--- src/hdl/sawtc_pkg.sv ---
// shared types and constants of the set associative write-through cache
package sawtc_pkg;

   localparam int unsigned SetCount  = 128;
   localparam int unsigned WayCount  = 8;
   localparam int unsigned LineBytes = 64;
   localparam int unsigned WordsPerLine = LineBytes / 4;
   localparam int unsigned OffBits  = $clog2(LineBytes);
   localparam int unsigned SetBits  = $clog2(SetCount);
   localparam int unsigned WayBits  = (WayCount > 1) ? $clog2(WayCount) : 1;
   localparam int unsigned TagBits  = 32 - OffBits - SetBits;
   localparam int unsigned WidxBits = $clog2(WordsPerLine);
   localparam int unsigned SlotBits = SetBits + WayBits;
   localparam int unsigned WaddrBits = SlotBits + WidxBits;
   localparam int unsigned LineNumBits = 32 - OffBits;

   typedef enum logic [1:0] {
      ACT_READ  = 2'd0,
      ACT_WRITE = 2'd1,
      ACT_FILL  = 2'd2,
      ACT_NONE  = 2'd3
   } action_type;

   typedef enum logic [2:0] {
      ST_IDLE,
      ST_LOOK,
      ST_LOOK2,
      ST_DATA,
      ST_DONE
   } state_type;

   typedef struct packed {
      logic load;     // register request word, read tag memory for first word
      logic look2;    // read tag memory for second word
      logic finish;   // update stores and miss state from the lookups
      logic rsp_load; // latch response
   } cmd_type;

   typedef struct packed {
      logic crosses;  // read or write access spans two 32-bit words
   } status_type;

endpackage

--- src/hdl/sawtc_ctrl.sv ---
// controller state machine sequencing lookups and response
module sawtc_ctrl (
   input  logic                   clock,
   input  logic                   reset,
   input  logic                   req_valid,
   output logic                   req_ready,
   output logic                   rsp_valid,
   input  logic                   rsp_ready,
   input  sawtc_pkg::status_type  status,
   output sawtc_pkg::cmd_type     cmd
);
   import sawtc_pkg::*;

   state_type state_ff, state_in;
   logic      rsp_valid_ff, rsp_valid_in;

   always_ff @(posedge clock) begin
      if (reset) begin
         state_ff     <= ST_IDLE;
         rsp_valid_ff <= 1'b0;
      end else begin
         state_ff     <= state_in;
         rsp_valid_ff <= rsp_valid_in;
      end
   end

   assign rsp_valid = rsp_valid_ff;

   always_comb begin
      state_in     = state_ff;
      cmd          = '0;
      req_ready    = 1'b0;
      rsp_valid_in = rsp_valid_ff;
      if (rsp_valid_ff && rsp_ready) rsp_valid_in = 1'b0;
      case (state_ff)
         ST_IDLE: begin
            req_ready = 1'b1;
            if (req_valid) begin
               cmd.load = 1'b1;
               state_in = ST_LOOK;
            end
         end
         ST_LOOK: begin
            if (status.crosses) begin
               cmd.look2 = 1'b1;
               state_in  = ST_LOOK2;
            end else begin
               state_in = ST_DATA;
            end
         end
         ST_LOOK2: state_in = ST_DATA;
         // last data word lands in its holding register
         ST_DATA: state_in = ST_DONE;
         ST_DONE: begin
            if (!rsp_valid_ff || rsp_ready) begin
               cmd.finish    = 1'b1;
               cmd.rsp_load  = 1'b1;
               rsp_valid_in  = 1'b1;
               state_in      = ST_IDLE;
            end
         end
         default: state_in = ST_IDLE;
      endcase
   end
endmodule

--- config.mk ---
export PLATFORM = sky130hd
export DESIGN_NAME = sawtc_ctrl
export DESIGN_NICKNAME = d
export VERILOG_FILES = /design/src/hdl/sawtc_pkg.sv /design/src/hdl/sawtc_ctrl.sv
export SDC_FILE = /design/constraint.sdc
export NUM_CORES = 1
export LEC_CHECK = 0
export ABC_AREA = 1
export BUFFER_PORTS_ARGS = -buffer_cell sky130_fd_sc_hd__buf_2
export CAP_MARGIN = 20
export CORE_AREA = 2 2 39 41
export CTS_BUF_LIST = sky130_fd_sc_hd__clkbuf_8
export CTS_CLUSTER_DIAMETER = 30
export DETAILED_ROUTE_END_ITERATION = 6
export DIE_AREA = 0 0 41 43
export SYNTH_ARGS = -nofsm -noshare
export SYNTH_HDL_FRONTEND = slang
export SYNTH_SLANG_ARGS = --single-unit
--- constraint.sdc ---
create_clock -name clock -period 1.2 [get_ports clock]
set_clock_uncertainty 0.2 [all_clocks]
set_input_delay 0.06 -clock clock [delete_from_list [all_inputs] [get_ports clock]]
set_output_delay 0.06 -clock clock [all_outputs]
set_load 0.01 [all_outputs]
Word level (Yosys, flattened, before mapping)
Index checks and enable logic that the tools add are counted.

Word-level logic and storage cells: 27. Register bits after elaboration: 4. Output and inout bits: 6. Bits of input ports: 5.

Reduce and logical (&&, ||, !) cells: 5. Muxes and demuxes: 14. Eq/ne operators: 6.

Operators by type and width (number): 3-bit case mux with 5 select lines (1); 1-bit 2-to-1 mux (9); 3-bit by 2-bit equality test with 1-bit output, second input constant (2); 3-bit 2-to-1 mux (2); 2-bit 2-to-1 mux (2); 2-bit != test, second input constant (2); 3-bit by 1-bit equality test with 1-bit output, second input constant (1); 3-bit equality test, second input constant (1); 3-bit zero test (1); 2-bit AND reduction (1); 1-bit logical AND (1); 1-bit zero test (1); 1-bit logical OR (1).

Longest topological paths before layout
Gate-level depths: netlist of the first run.

Depth in word-level cells: 4. Gate-level depth with buffers: 5. Gate-level depth less buffers: 5.

Least setup slack after synthesis of the first run
OpenSTA, ideal clock, no wires.

Path kind: flip-flop to output port. Start point: reg state_ff[2]. End point: out cmd[1] (netlist name). Path buffers: 1. Data arrival time: 1137 ps. Path slack: -197 ps. Cell stages (with the launch flop): 4. Required time: 940 ps. Cell sequence: dfxtp_1 inv_2 nor4_1 buf_4.

RTL lines: start, declared (line sawtc_ctrl.sv:14) `state_type state_ff, state_in;`; start signal, assigned (line sawtc_ctrl.sv:22) `state_ff <= state_in;`; end, declared (line sawtc_ctrl.sv:10) `output sawtc_pkg::cmd_type cmd`.

==> results of run 1 <==
==> through the flow <==
| step | hold slack [ns] | cell area [sq um] | worst slack (ns) |
|---|---|---|---|
| after floorplan | -0.0709 | 220 | 0.0410 |
| after global placement | 0.0732 | 290 | 0.0726 |
| after detailed placement | 0.0734 | 290 | 0.0598 |
| after CTS | -0.0529 | 384 | -0.0963 |
| after global routing | 0.0109 | 424 | -0.132 |
| final | -0.00630 | 424 | -0.0758 |
==> metal layers <==
layer,share of wire [%],vias to the layer above,track usage [%]
met5,0,-,0
met4,5.4,0,10.0
met3,6.5,4,4.71
met2,48,12,11.9
met1,40,118,10.3
li1,-,127,-
==> worst max-delay path, stage by stage, from the launching register on <==
cell     delay, ns
dfxtp_4       0.36
nor4_4        0.27
buf_2         0.17
==> cell type report <==
type,count,share of cell area [%]
Inverter,5,5.01
Tap cell,16,4.72
Multi-Input combinational cell,19,34.2
Timing Repair Buffer,16,24.8
Sequential cell,4,21.5
Clock buffer,3,9.73
==> cells by family (layout without fill, tap and decap cells) <==
| logic type | after synthesis | after routing | share of synthesized area (%) |
|---|---|---|---|
| flops | 4 | 4 | 39.0 |
| compound gates | 2 | 2 | 4.88 |
| simple gates | 17 | 17 | 43.3 |
| buf+inv | 6 | 24 | 12.8 |
==> worst max path at each step <==
stage | start | to | slack [ns] | depth (start not counted)
finish | state_ff[0] | cmd[0] | -0.08 | 2
global route | state_ff[0] | cmd[1] | -0.13 | 2
CTS | state_ff[0] | cmd[0] | -0.1 | 2
detailed placement | state_ff[0] | cmd[2] | 0.06 | 3
global placement | state_ff[0] | cmd[2] | 0.07 | 3
floorplan | state_ff[2] | cmd[1] | 0.04 | 3
==> layout by cell type (no fill, tap or decap), drive strengths merged <==
cell type    count
nand3            4
nor4             1
inv              5
dlygate4sd3      1
buf             15
a21oi            2
clkbuf           3
nor3             2
nor2             6
nand2            4
dfxtp            4
==> flip-flops by register name (all words and copies together), names as in the netlist <==
register   cells
rsp_valid      1
state_ff       3
==> power groups by stage <==
| stage | Combinational, W | Sequential [W] | Clock (W) |
|---|---|---|---|
| after floorplan | 0.0000624 | 0.000169 | 0 |
| after global placement | 0.0000938 | 0.000172 | 0 |
| after detailed placement | 0.0000940 | 0.000173 | 0 |
| after CTS | 0.000129 | 0.000173 | 0.000290 |
| after global routing | 0.000169 | 0.000178 | 0.000306 |
| final | 0.000152 | 0.000175 | 0.000289 |
==> what timing repair did <==
action,in CTS,in global routing
pin swaps,1,4
hold endpoints to repair,4,1
gates resized for setup,8,9
setup endpoints to repair,5,6
setup buffers,3,1
==> run metrics, run 1 <==
status=complete, but fails checks; failing checks=hold timing, setup timing; Hold-fix buffers, CTS=1; post-route ant nets=0; clock root cell=clkbuf_8; Crit. End Element=output pin; dpl hpwl=between 300 and 400 um; Synth cell types=13; CP max FO=4; die width=between 40 and 50 um; largest net degree at the start of global routing=6; CTS max path bufs=2; initial antenna violation count=0; Max-slew headroom=~87%; Hold Path Depth=4; TritonCTS Buffers=3; Sequential Area=between 90 and 100 sq um; r2r endpoint=state_ff[2]; die area=about 1800 sq um; Cells after Synth=29; Placer Congestion=between 0.7 and 0.8; Final Setup Violations=4; die height=roughly 43 um; reg2reg setup slack=around 0.03 ns; DR DRC count=0; min-delay src=rsp_ready; Hold Crit Class=in -> reg; clock power share=between 40% and 50%; clock transition at the registers of the reported paths=~0.03 ns; Max Cap Viol=0; ys flop type=dfxtp_1; Least-Margin Pin Slew=approximately 0.2 ns; placed insts=55; area of the core=roughly 1400 sq um; Worst Hold End=state_ff[2]; Synth Register Bits=4; synthesized area per cell=approximately 7.1 sq um; Design Power=~0.00062 W; DR iter-0 viols=3; synth top area cells=dfxtp_1, nand3_1, inv_1; switch share=approximately 28%; Fill cells=153; R2R depth=4; share of layout cells above drive strength 1=approximately two thirds; total routing usage reported by global routing=under 10%; Overflow after GRT=0; worst r2r src=state_ff[0]; Critical Path AT=1.02 ns; CTS tree=yes; final hold vios=1; fin crit share=106%; area of the mapped netlist=a little over 200 sq um; Peak supply drop=0.423 mV; FFs w/ async S/R, synth=0%; number of vias per cell=approximately 4.1; setup_tns=-0.184 ns; vias in the first global route=about 240; fmax=784 MHz; per-cell routed wire length=roughly 10 um; clk_lat worst skew=~0.22 ns; Post-Syn Nets=34; sequential share of power=roughly 28%; H-tree levels=1; Post-synth EDFFs=0; Worst Setup Start Kind=register; nets@finish=54; PwrDens=1450 nW/um^2; global-route wire length before repair=roughly 1000 um; WHS=-0.00630 ns; drt total wl=roughly 640 um; required time worst endpoint=0.94 ns; footprint of the multi-input gates=~150 sq um; row cnt=14; Seq/Total Area, Yosys=between 30 and 40%; post-layout worst setup margin=-0.0758 ns; antenna cell count=0; fin cells=63; PortBufs=10; Tmin final=around 1.3 ns; I/O pin cnt=11; leak pwr=approximately 0.20 nW; Slew Viols, Final=0; P&R area growth vs syn=107%; Synth top cells by count=dfxtp_1, inv_1, nand2_1, nor2_1, nand3_1; Net Switching=approximately 0.00017 W; Initial Utilization=~15%; Int Pwr=0.000441 W; Yosys Warn Count=0; Synth top area share=between 30% and 40%; final core occ=approximately 31%; RSZ-0062 raised after global routing=true; CTS Sinks=4; critical path class=reg -> out; Comb pwr share=24.7%; router iterations before antenna repair=2; DR vias=261; biggest area consumer among synthesized cells=dfxtp_1
Note: power is estimated with default switching activity, not from simulation.
==> inputs of run 2 (changes only) <==
--- a/config.mk
+++ b/config.mk
@@ -6,13 +6,13 @@
 export NUM_CORES = 1
 export LEC_CHECK = 0
 export ABC_AREA = 1
-export BUFFER_PORTS_ARGS = -buffer_cell sky130_fd_sc_hd__buf_2
 export CAP_MARGIN = 20
 export CORE_AREA = 2 2 39 41
 export CTS_BUF_LIST = sky130_fd_sc_hd__clkbuf_8
 export CTS_CLUSTER_DIAMETER = 30
 export DETAILED_ROUTE_END_ITERATION = 6
 export DIE_AREA = 0 0 41 43
+export DONT_BUFFER_PORTS = 1
 export SYNTH_ARGS = -nofsm -noshare
 export SYNTH_HDL_FRONTEND = slang
 export SYNTH_SLANG_ARGS = --single-unit
==> run 2 against run 1 <==
Net effect: the flow still finishes with violations (hold timing, setup timing); largest cell class unchanged; die area stayed put; total power is 8.8% lower; fmax is 1.8% higher; combinational power is 27% lower; cell area is 15% lower; largest power group unchanged.
==> run metrics, run 2 (synthesis results as in run 1) <==
placed insts=47 (-15%); final hold vios=3 (+2); Sequential Area=88.8 sq um (-2.7%); die area=1760 sq um (unchanged); Placer Congestion=0.763 (-0.73%); Biggest register=state_ff; clk_lat worst skew=0.21 ns (about the same); Overflow after GRT=0 (unchanged); footprint of the multi-input gates=129 sq um (-11%); Peak supply drop=0.711 mV (+68%); PortBufs=0 (-10); leak pwr=0.157 nW (-22%); Max-slew headroom=74.4% (-12 points); H-tree levels=1 (unchanged); cell with the largest stage delay on the worst path=nor4_4; P&R area growth vs syn=76.2%; PwrDens=1550 nW/um^2 (+7.0%); die height=43 um (unchanged); WHS=-0.137 ns (-0.131 ns); Critical Path AT=0.99 ns (-0.03 ns); commonest cells after routing, fill and taps aside=inv_1, buf_4; number of vias per cell=3.89 (-6.1%); initial antenna violation count=0 (unchanged); status=complete, but fails checks; setup_tns=-0.123 ns (+0.0607 ns); global-route wire length before repair=745 um (-26%); CP max FO=5 (+1); largest net degree at the start of global routing=6 (unchanged); per-cell routed wire length=9.19 um (-10%); fin cells=54 (-14%); Max Cap Viol=0 (unchanged); worst r2r src=state_ff[0]; clock root cell=clkbuf_8; fmax=798 MHz (+1.8%); Slew Viols, Final=0 (unchanged); DR DRC count=0 (unchanged); reg2reg setup slack=0.06 ns (+0.03 ns); row cnt=14 (unchanged); clock transition at the registers of the reported paths=0.03 ns (about the same); required time worst endpoint=0.94 ns (about the same); CTS tree=yes; RSZ-0062 raised after global routing=true; Tmin final=1.25 ns (-0.0229 ns); CP bufs+invs=0 (-1); die width=41 um (unchanged); Worst Setup Start Kind=register; post-layout worst setup margin=-0.0528 ns (+0.0229 ns); DR iter-0 viols=5 (+2); min-delay src=rsp_ready; router iterations before antenna repair=4 (+2); Least-Margin Pin Slew=0.381 ns (+0.182 ns); fin crit share=104% (-1.9 points); Final Setup Violations=3 (-1); CTS Sinks=4 (unchanged); DR vias=210 (-20%); Top delay family on crit path=simple AND/OR/NAND/NOR gates; post-route ant nets=0 (unchanged); vias in the first global route=194 (-18%); Design Power=0.000562 W (-8.8%); sequence of cells on the critical path=nor4_4; Hold Crit Class=in -> reg; share of layout cells above drive strength 1=50.0% (-18 points); critical path class=reg -> out; CTS max path bufs=2 (unchanged); Fill cells=155 (+1.3%); failing checks=hold timing, setup timing; Crit. End Element=output pin; max reg flops=3 (unchanged); area of the core=1380 sq um (unchanged); total routing usage reported by global routing=6.82% (-2.6 points); Hold-fix buffers, CTS=2 (+1); nets@finish=45 (-17%); critical path's largest stage delay=0.42 ns (+0.06 ns); antenna cell count=0 (unchanged); TritonCTS Buffers=3 (unchanged); dpl ws=0.0654 ns (+0.00568 ns); Initial Utilization=14.8% (unchanged); CP Launch Point=state_ff[0]; drt total wl=496 um (-23%); I/O pin cnt=11 (unchanged)
run 2: changes by cell type in the layout (fill, tap and decap cells not counted), sizes merged:
| cell | before | now |
|---|---|---|
| buf | 15 | 5 |
| dlygate4sd3 | 1 | 2 |
run 2: final timing paths:
kind / end / cells past startpoint
setup / recovery: cmd[1] / 1
hold reg to reg: state_ff[2] / 2
setup reg to reg: state_ff[0] / 5
hold / removal: state_ff[2] / 3
run 2: layer usage:
layer  part of all wire [%]  vias up  track usage, %
met5                      0        -               0
met4                      0        0            6.00
met3                    9.1        0            4.71
met2                     48        9            8.44
met1                     42       91            7.37
li1                       -      110               -
run 2: stage by stage:
step	area (sq um)	util (%)
2_1_floorplan	220	-
3_3_place_gp	255	18.4
3_5_place_dp	255	18.4
4_1_cts	345	25.0
5_1_grt	362	26.1
6_report	362	26.1
run 2: power breakdown:
part / switching (W) / internal, W
logic: 0.0000604 / 0.0000509
registers: 0.0000248 / 0.000150
clock network: 0.0000625 / 0.000213
total: 0.000148 / 0.000414
run 2: cell type report:
class	instances	share of cell area [%]
Clock buffer	3	11.4
Inverter	5	5.88
Multi-Input combinational cell	19	35.6
Sequential cell	4	24.6
Tap cell	16	5.54
Timing Repair Buffer	7	17.0
run 2: repair_timing:
item / 4_1_cts / 5_1_grt
setup endpoints to repair: 5 / 4
endpoints found under the hold margin: 4 / 3
gates resized for setup: 6 / 5
setup buffers: 2 / 0
pin swaps: 2 / 2
==> inputs of run 3 (changes only) <==
==> constraint.sdc (replaced) <==
create_clock -name clock -period 1.5 [get_ports clock]
set_clock_uncertainty 0.2 [all_clocks]
set_input_delay 0.075 -clock clock [delete_from_list [all_inputs] [get_ports clock]]
set_output_delay 0.075 -clock clock [all_outputs]
set_load 0.01 [all_outputs]
==> run 3 against run 2 <==
Net effect: the flow now finishes without violations; total power shrank 26%; non-clock buffer count fell by 2; worst setup slack better by 0.18 ns; cell count decreased by 3.7%; critical path type unchanged; largest cell class unchanged.
==> run metrics, run 3 (synthesis results as in run 1) <==
footprint of the multi-input gates=98.8 sq um (-23%); P&R area growth vs syn=49.4%; clk_lat worst skew=0.21 ns (about the same); fin cells=52 (-3.7%); status=finished clean; worst r2r src=rsp_valid; Initial Utilization=14.8% (unchanged); PortBufs=0 (unchanged); min-delay src=state_ff[2]; nets@finish=43 (-4.4%); Least-Margin Pin Slew=0.355 ns (-0.0254 ns); fin crit share=91.7%; dpl hpwl=331 um; clock transition at the registers of the reported paths=0.03 ns (about the same); H-tree levels=1 (unchanged); reg2reg setup slack=0.39 ns (+0.33 ns); required time worst endpoint=1.22 ns (+0.28 ns); Max Cap Viol=0 (unchanged); initial antenna violation count=0 (unchanged); die area=1760 sq um (unchanged); critical path's largest stage delay=0.38 ns (-0.04 ns); DR iter-0 viols=8 (+3); setup_tns=0 ns (+0.123 ns); Biggest register=state_ff; PwrDens=1360 nW/um^2 (-12%); TritonCTS Buffers=3 (unchanged); drt total wl=455 um (-8.3%); Setup Fix Bufs, Post-CTS=0 (-2); Overflow after GRT=0 (unchanged); placed insts=45 (-4.3%); Fill cells=157 (+1.3%); leak pwr=0.135 nW (-14%); DR DRC count=0 (unchanged); total routing usage reported by global routing=6.41% (-0.41 points); Worst Setup Start Kind=register; sequence of cells on the critical path=inv_2 -> nor4_1 -> buf_4; CTS tree=yes; Slew Viols, Final=0 (unchanged); CTS Sinks=4 (unchanged); Sequential Area=80.1 sq um (-9.9%); die width=41 um (unchanged); Placer Congestion=0.561 (-26%); critical path class=reg -> out; share of layout cells above drive strength 1=22.2% (-28 points); router iterations before antenna repair=4 (unchanged); number of vias per cell=3.73 (-4.1%); WHS=0.330 ns (+0.468 ns); dpl ws=0.343 ns (+0.278 ns); global-route wire length before repair=703 um (-5.6%); row cnt=14 (unchanged); die height=43 um (unchanged); I/O pin cnt=11 (unchanged); Peak supply drop=0.358 mV (-50%); Final Setup Violations=0 (-3); CP max FO=5 (unchanged); cell with the largest stage delay on the worst path=dfxtp_1; cts repair resizes=0 (-6); post-route ant nets=0 (unchanged); Tmin final=approximately 1.4 ns; largest net degree at the start of global routing=6 (unchanged); max reg flops=3 (unchanged); DR vias=194 (-7.6%); antenna cell count=0 (unchanged); Hold Path Depth=2 (-1); clock root cell=clkbuf_8; post-layout worst setup margin=0.125 ns (+0.178 ns); per-cell routed wire length=8.75 um (-4.7%); CTS max path bufs=2 (unchanged); Critical Path AT=1.10 ns (+0.11 ns); fmax=about 730 MHz; Max-slew headroom=76.1% (+1.7 points); Hold Crit Class=reg -> reg; final hold vios=0 (-3); R2R depth=5 (unchanged); r2r endpoint=state_ff[0]; area of the core=1380 sq um (unchanged); commonest cells after routing, fill and taps aside=nand2_1, inv_1, nor2_1, dlygate4sd3_1, dfxtp_1; vias in the first global route=188 (-3.1%); Worst Hold End=state_ff[2]; RSZ-0062 raised after global routing=false; Crit. End Element=output pin
## run 3: worst max-delay path by stage
| stage | start | end | slack, ns | depth (start not counted) |
|---|---|---|---|---|
| 6_report | state_ff[2] | cmd[0] | 0.13 | 3 |
| 5_1_grt | state_ff[2] | cmd[1] | 0.07 | 3 |
| 4_1_cts | state_ff[2] | cmd[0] | 0.12 | 3 |
| 3_5_place_dp | state_ff[2] | cmd[0] | 0.34 | 3 |
| 3_3_place_gp | state_ff[2] | cmd[1] | 0.36 | 3 |
| 2_1_floorplan | state_ff[2] | cmd[1] | 0.09 | 3 |
## run 3: cell type report
| type | count | share of cell area, % |
|---|---|---|
| Multi-Input combinational cell | 19 | 32.2 |
| Sequential cell | 4 | 26.1 |
| Timing Repair Buffer | 5 | 15.5 |
| Clock buffer | 3 | 13.5 |
| Tap cell | 16 | 6.53 |
| Inverter | 5 | 6.12 |
## run 3: report_power, final
| part | switching, W | internal, W |
|---|---|---|
| sequential | 0.0000160 | 0.000117 |
| clock | 0.0000501 | 0.000171 |
| combinational | 0.0000377 | 0.0000258 |
## run 3: timing repair
| action | in CTS | in global routing |
|---|---|---|
| setup endpoints to repair | 0 | 0 |
| hold buffers | 4 | 0 |
| endpoints found under the hold margin | 4 | 0 |
## run 3: routing by layer
layer  track usage (%)  wire, um  up-vias
met4              2.00         0        0
met5                 0         0        -
met1              5.43       156       85
met2              10.9       258        4
met3              4.71        40        0
li1                  -         -      105
## run 3: metrics by stage
stage | cell area [sq um] | power, W | util, %
final | 307 | 0.000417 | 22.2
after global routing | 307 | 0.000439 | 22.2
after CTS | 307 | 0.000420 | 22.2
after detailed placement | 225 | 0.000189 | 16.3
after global placement | 225 | 0.000189 | 16.3
after floorplan | 205 | 0.000179 | -
## run 3: worst max-delay path: cells and delay by family (launching register included)
| family | cells | cell delay [ns] |
|---|---|---|
| AND/OR/NAND/NOR | 1 | 0.24 |
| buffers and inverters | 2 | 0.27 |
| flip-flops | 1 | 0.38 |
